**config.mk**
```make
export PLATFORM = sky130hd
export DESIGN_NAME = cnw_cell
export DESIGN_NICKNAME = d
export VERILOG_FILES = /design/src/rtl/core/causal_neighbor_window_assert.svh /design/src/rtl/core/cnw_pkg.sv /design/src/rtl/core/cnw_cell.sv
export SDC_FILE = /design/constraint.sdc
export NUM_CORES = 1
export LEC_CHECK = 0
export BUFFER_PORTS_ARGS = -buffer_cell sky130_fd_sc_hd__buf_4
export CELL_PAD_IN_SITES_DETAIL_PLACEMENT = 1
export CELL_PAD_IN_SITES_GLOBAL_PLACEMENT = 2
export CORE_AREA = 2 2 39 41
export DETAILED_ROUTE_END_ITERATION = 10
export DIE_AREA = 0 0 41 43
export GPL_TIMING_DRIVEN = 1
export PLACE_DENSITY_LB_ADDON = 0.15
export SKIP_LAST_GASP = 1
export SYNTH_ARGS = -nofsm -noshare
export SYNTH_HDL_FRONTEND = slang
export SYNTH_SLANG_ARGS = --single-unit
```
**constraint.sdc**
```tcl
create_clock -name clock -period 0.8 [get_ports clock]
set_clock_uncertainty 0.1 [all_clocks]
set_input_delay 0.12 -clock clock [delete_from_list [all_inputs] [get_ports clock]]
set_output_delay 0.12 -clock clock [all_outputs]
set_load 0.02 [all_outputs]
```
**src/rtl/core/causal_neighbor_window_assert.svh**
```systemverilog
// Assertion macros used by causal_neighbor_window.
`ifndef CAUSAL_NEIGHBOR_WINDOW_ASSERT_SVH
`define CAUSAL_NEIGHBOR_WINDOW_ASSERT_SVH

// same-cycle implication
`define CNW_ASSERT_IMPL(name, clk, rst, ante, cons) \
   name: assert property (@(posedge clk) disable iff (rst) (ante) |-> (cons)) \
      else $error("assertion failed: same-cycle implication");

// next-cycle implication
`define CNW_ASSERT_NEXT(name, clk, rst, ante, cons) \
   name: assert property (@(posedge clk) disable iff (rst) (ante) |=> (cons)) \
      else $error("assertion failed: next-cycle implication");

`endif

```
**src/rtl/core/cnw_pkg.sv**
```systemverilog
package cnw_pkg;

   localparam int CFG_DATA_BITS  = 32;
   localparam int CFG_ADDR_BITS  = 3;
   localparam int CFG_WIDTH_BITS = 13;
   localparam logic [CFG_WIDTH_BITS-1:0] CFG_WIDTH_RESET = 13'd4096;

   // register index, taken from paddr[2]
   localparam logic REG_IMAGE_WIDTH = 1'b0;

   // control of one pixel cell
   typedef struct packed {
      logic load;
      logic zero;
   } cell_ctrl_type;

endpackage

```
**src/rtl/core/cnw_cell.sv**
```systemverilog
module cnw_cell #(
   parameter int PIXEL_BITS = 8
) (
   input  logic                      clock,
   input  cnw_pkg::cell_ctrl_type    ctrl,
   input  logic [PIXEL_BITS-1:0]     data_in,
   output logic [PIXEL_BITS-1:0]     data_out
);

   logic [PIXEL_BITS-1:0] data_ff;
   logic [PIXEL_BITS-1:0] data_in_mux;

   assign data_in_mux = ctrl.zero ? '0 : data_in;

   always_ff @(posedge clock) begin
      if (ctrl.load) begin
         data_ff <= data_in_mux;
      end
   end

   assign data_out = data_ff;

endmodule

```
Yosys cells after proc, flatten, opt, wreduce, memory -nomap -nowiden:

Cells that the tools add are included.

* add/sub/neg operators: 0
* $mul: 0
* divide/modulo/power cells: 0
* order comparisons: 0
* eq/ne operators: 0
* shift operators: 0
* mux-type cells: 0
* bitwise gates (word level): 0
* reduce and logical (&&, ||, !) cells: 0

* register bits: 8
* bits in latches: 0
* memory bits (writable): 0
* ROM bits: 0
* bits of input ports: 11
* memories kept: 0

Longest topological paths before layout:

* depth in word-level cells: 0
* gate-level depth with buffers: 1

Worst setup path after synthesis:

No wires, ideal clock.

* path kind: flip-flop to output port
* start point: register data_ff[0], in the netlist data_out[0]
* end point: output data_out[0]
* arrival time: 449 ps
* path slack: 131 ps
* cell stages (with the launch flop): 1
* cell sequence: edfxtp_1

RTL lines
* start, declared: RTL line cnw_cell.sv:10 `logic [PIXEL_BITS-1:0] data_ff;`
* start signal, assigned: RTL line cnw_cell.sv:17 `data_ff <= data_in_mux;`
* end, declared: RTL line cnw_cell.sv:7 `output logic [PIXEL_BITS-1:0] data_out`

No word-level cell between the ends.

Worst setup path after layout:

* start point: register data_ff[0], in the netlist data_out[0]
* end point: output data_out[0]

No word-level cell between the ends.

==> out/results.ini <==
[drt]
wirelength_um = 560
vias_per_cell = 4.019
vias = 213
ant_nets = 0
drc_errors = 0
dr.pass1.iters = 2
drt-initial-drc-count = 6
wl_per_cell_um = 10.57

[logic_synthesis]
synthTopCellsByCount = 8 x edfxtp_1, 8 x nor2b_1
synth_top_area_cell = edfxtp_1
syn_area_um2 = 290.3
ys.flop_type = edfxtp_1
synthDistinctLibCells = 2
yosys-top-cells-area = edfxtp_1 83%, nor2b_1 17%
yosys_warnings = 0
synth.avg_cell_area_um2 = 18.14
ys_ff_latch = 8
netlist_instances = 16
yosysSeqAreaShare_pct = 82.76
synth_top_area_share_pct = 82.76
synth_edf_count = 8
syn_nets = 27
async_flop_share_pct = 0

[outcome]
outcome = finished, violations left
violations = setup timing

[clocking]
cts.htree.levels = 1
cts_buffer_depth = 2
cts_num_sinks = 8
tritoncts = done
cts_buffers = 3
cts_root_buf = clkbuf_4
postCtsSetupBuffers = 0
path_clk_slew_ns = 0.05

[timing]
hold_viol_final = 0
max_slew_margin_pct = 92.56
hold_slack_ns = 0.05227
period_share_pct = 125.5
slew_viol_final = 0
rsz0062_at_grt = yes
max_slew.worst_pin.slew_ns = 0.1116
fin_setup_tns_ns = -1.522
setup_viol = 8
fmax_mhz = 995.8
fin_ws_ns = -0.2042
period_needed_ns = 1.004

[min_path]
hold_path_depth = 1
worstHoldStart = ctrl[1]
hold-path-endpoint = data_out[3]
hold_path_class = in2reg

[worst_setup_path]
path_class = reg2out
arrival_ns = 0.78
worst-path-buf-inv = 1
end_kind = output port
path_cells = buf_6
critical-path-max-stage-delay_ns = 0.39
crit_slowest_cell = edfxtp_1
cp.required_ns = 0.58
critPathLaunchType = register
path_max_fanout = 1
crit_family = flip-flops

[global_routing]
grt_pass1_vias = 251
grt_first_pass_wirelength_um = 966
grt_max_degree = 9
track_usage_pct = 8.850
antenna_found_initial = 0
grt_overflow = 0

[floorplan]
rows = 14
ioPinCount = 19
initial_core_util_pct = 20.98
dieArea_um2 = 1763
die_y_um = 43
die_w_um = 41
core_um2 = 1384

[layout]
fin_nets = 50
largest_register_ffs = 8
multi_input_area_um2 = 50.05
syn_to_final_growth_pct = 71.55
regArea_um2 = 240.2
fill_cells = 148
diodes = 0
layout-drive-gt1-share_pct = 56.76

[run]
maxCapViolCount = 0

[place]
place_congestion = 0.5287
post-place-ws_ns = 0.05815
dp_hpwl_um = 436.4
port_buffers = 18

[power]
power_density_nw_per_um2 = 1990
leakagePower_nw = 0.2048
ir_worst_vdd_mv = 0.8291

where the power goes:
group          switching [mW]  internal [mW]
Clock                   0.135          0.172
Combinational          0.0732         0.0978
Sequential             0.0140          0.499
Total                   0.222          0.769
placed cells by master (no fill, tap or decap), drive strengths merged:
cell type	netlist	routed
buf	0	18
clkbuf	0	3
edfxtp	8	8
nor2b	8	8
routing by layer:
layer  vias up  wire length [µm]  global-route usage [%]
met1       101               184                   7.383
li1         99                 -                       -
met4         0                 0                   6.000
met2        13               329                   14.69
met5         -                 0                       0
met3         0                46                   4.712
layout make-up:
type                            instances  share of cell area [%]
Timing Repair Buffer                   18                   33.17
Tap cell                               16                   4.020
Clock buffer                            3                   4.523
Multi-Input combinational cell          8                   10.05
Sequential cell                         8                   48.24
metrics by stage:
| stage | std cells | instance area [µm²] | power (mW) | utilization (%) |
|---|---|---|---|---|
| floorplan | 16 | 290.3 | 0.5729 | - |
| finish | 53 | 498.0 | 0.9911 | 35.99 |
| detailed placement | 50 | 445.4 | 0.6712 | 32.19 |
| global placement | 50 | 445.4 | 0.6655 | 32.19 |
| global route | 53 | 498.0 | 1.046 | 35.99 |
| CTS | 53 | 498.0 | 1.008 | 35.99 |
timing repair:
action / 4_1_cts / 5_1_grt
gates resized for setup: 8 / 0
hold endpoints to repair: 0 / 0
setup endpoints to repair: 8 / 8
hold buffers: 0 / 0
how the worst max path moves through the flow:
stage | depth (start not counted) | slack, ns | from | to
global placement | 1 | 0.07 | data_out[7] | data_out[7]
floorplan | 0 | 0.13 | data_out[0] | data_out[0]
CTS | 1 | -0.21 | data_out[5] | data_out[5]
detailed placement | 1 | 0.06 | data_out[7] | data_out[7]
finish | 1 | -0.20 | data_out[0] | data_out[0]
global route | 1 | -0.26 | data_out[5] | data_out[5]
cell families after synthesis:
family        Yosys count  synth area share [%]
flops                   8                 82.76
simple gates            8                 17.24
Power figures use the tool's default switching activity.
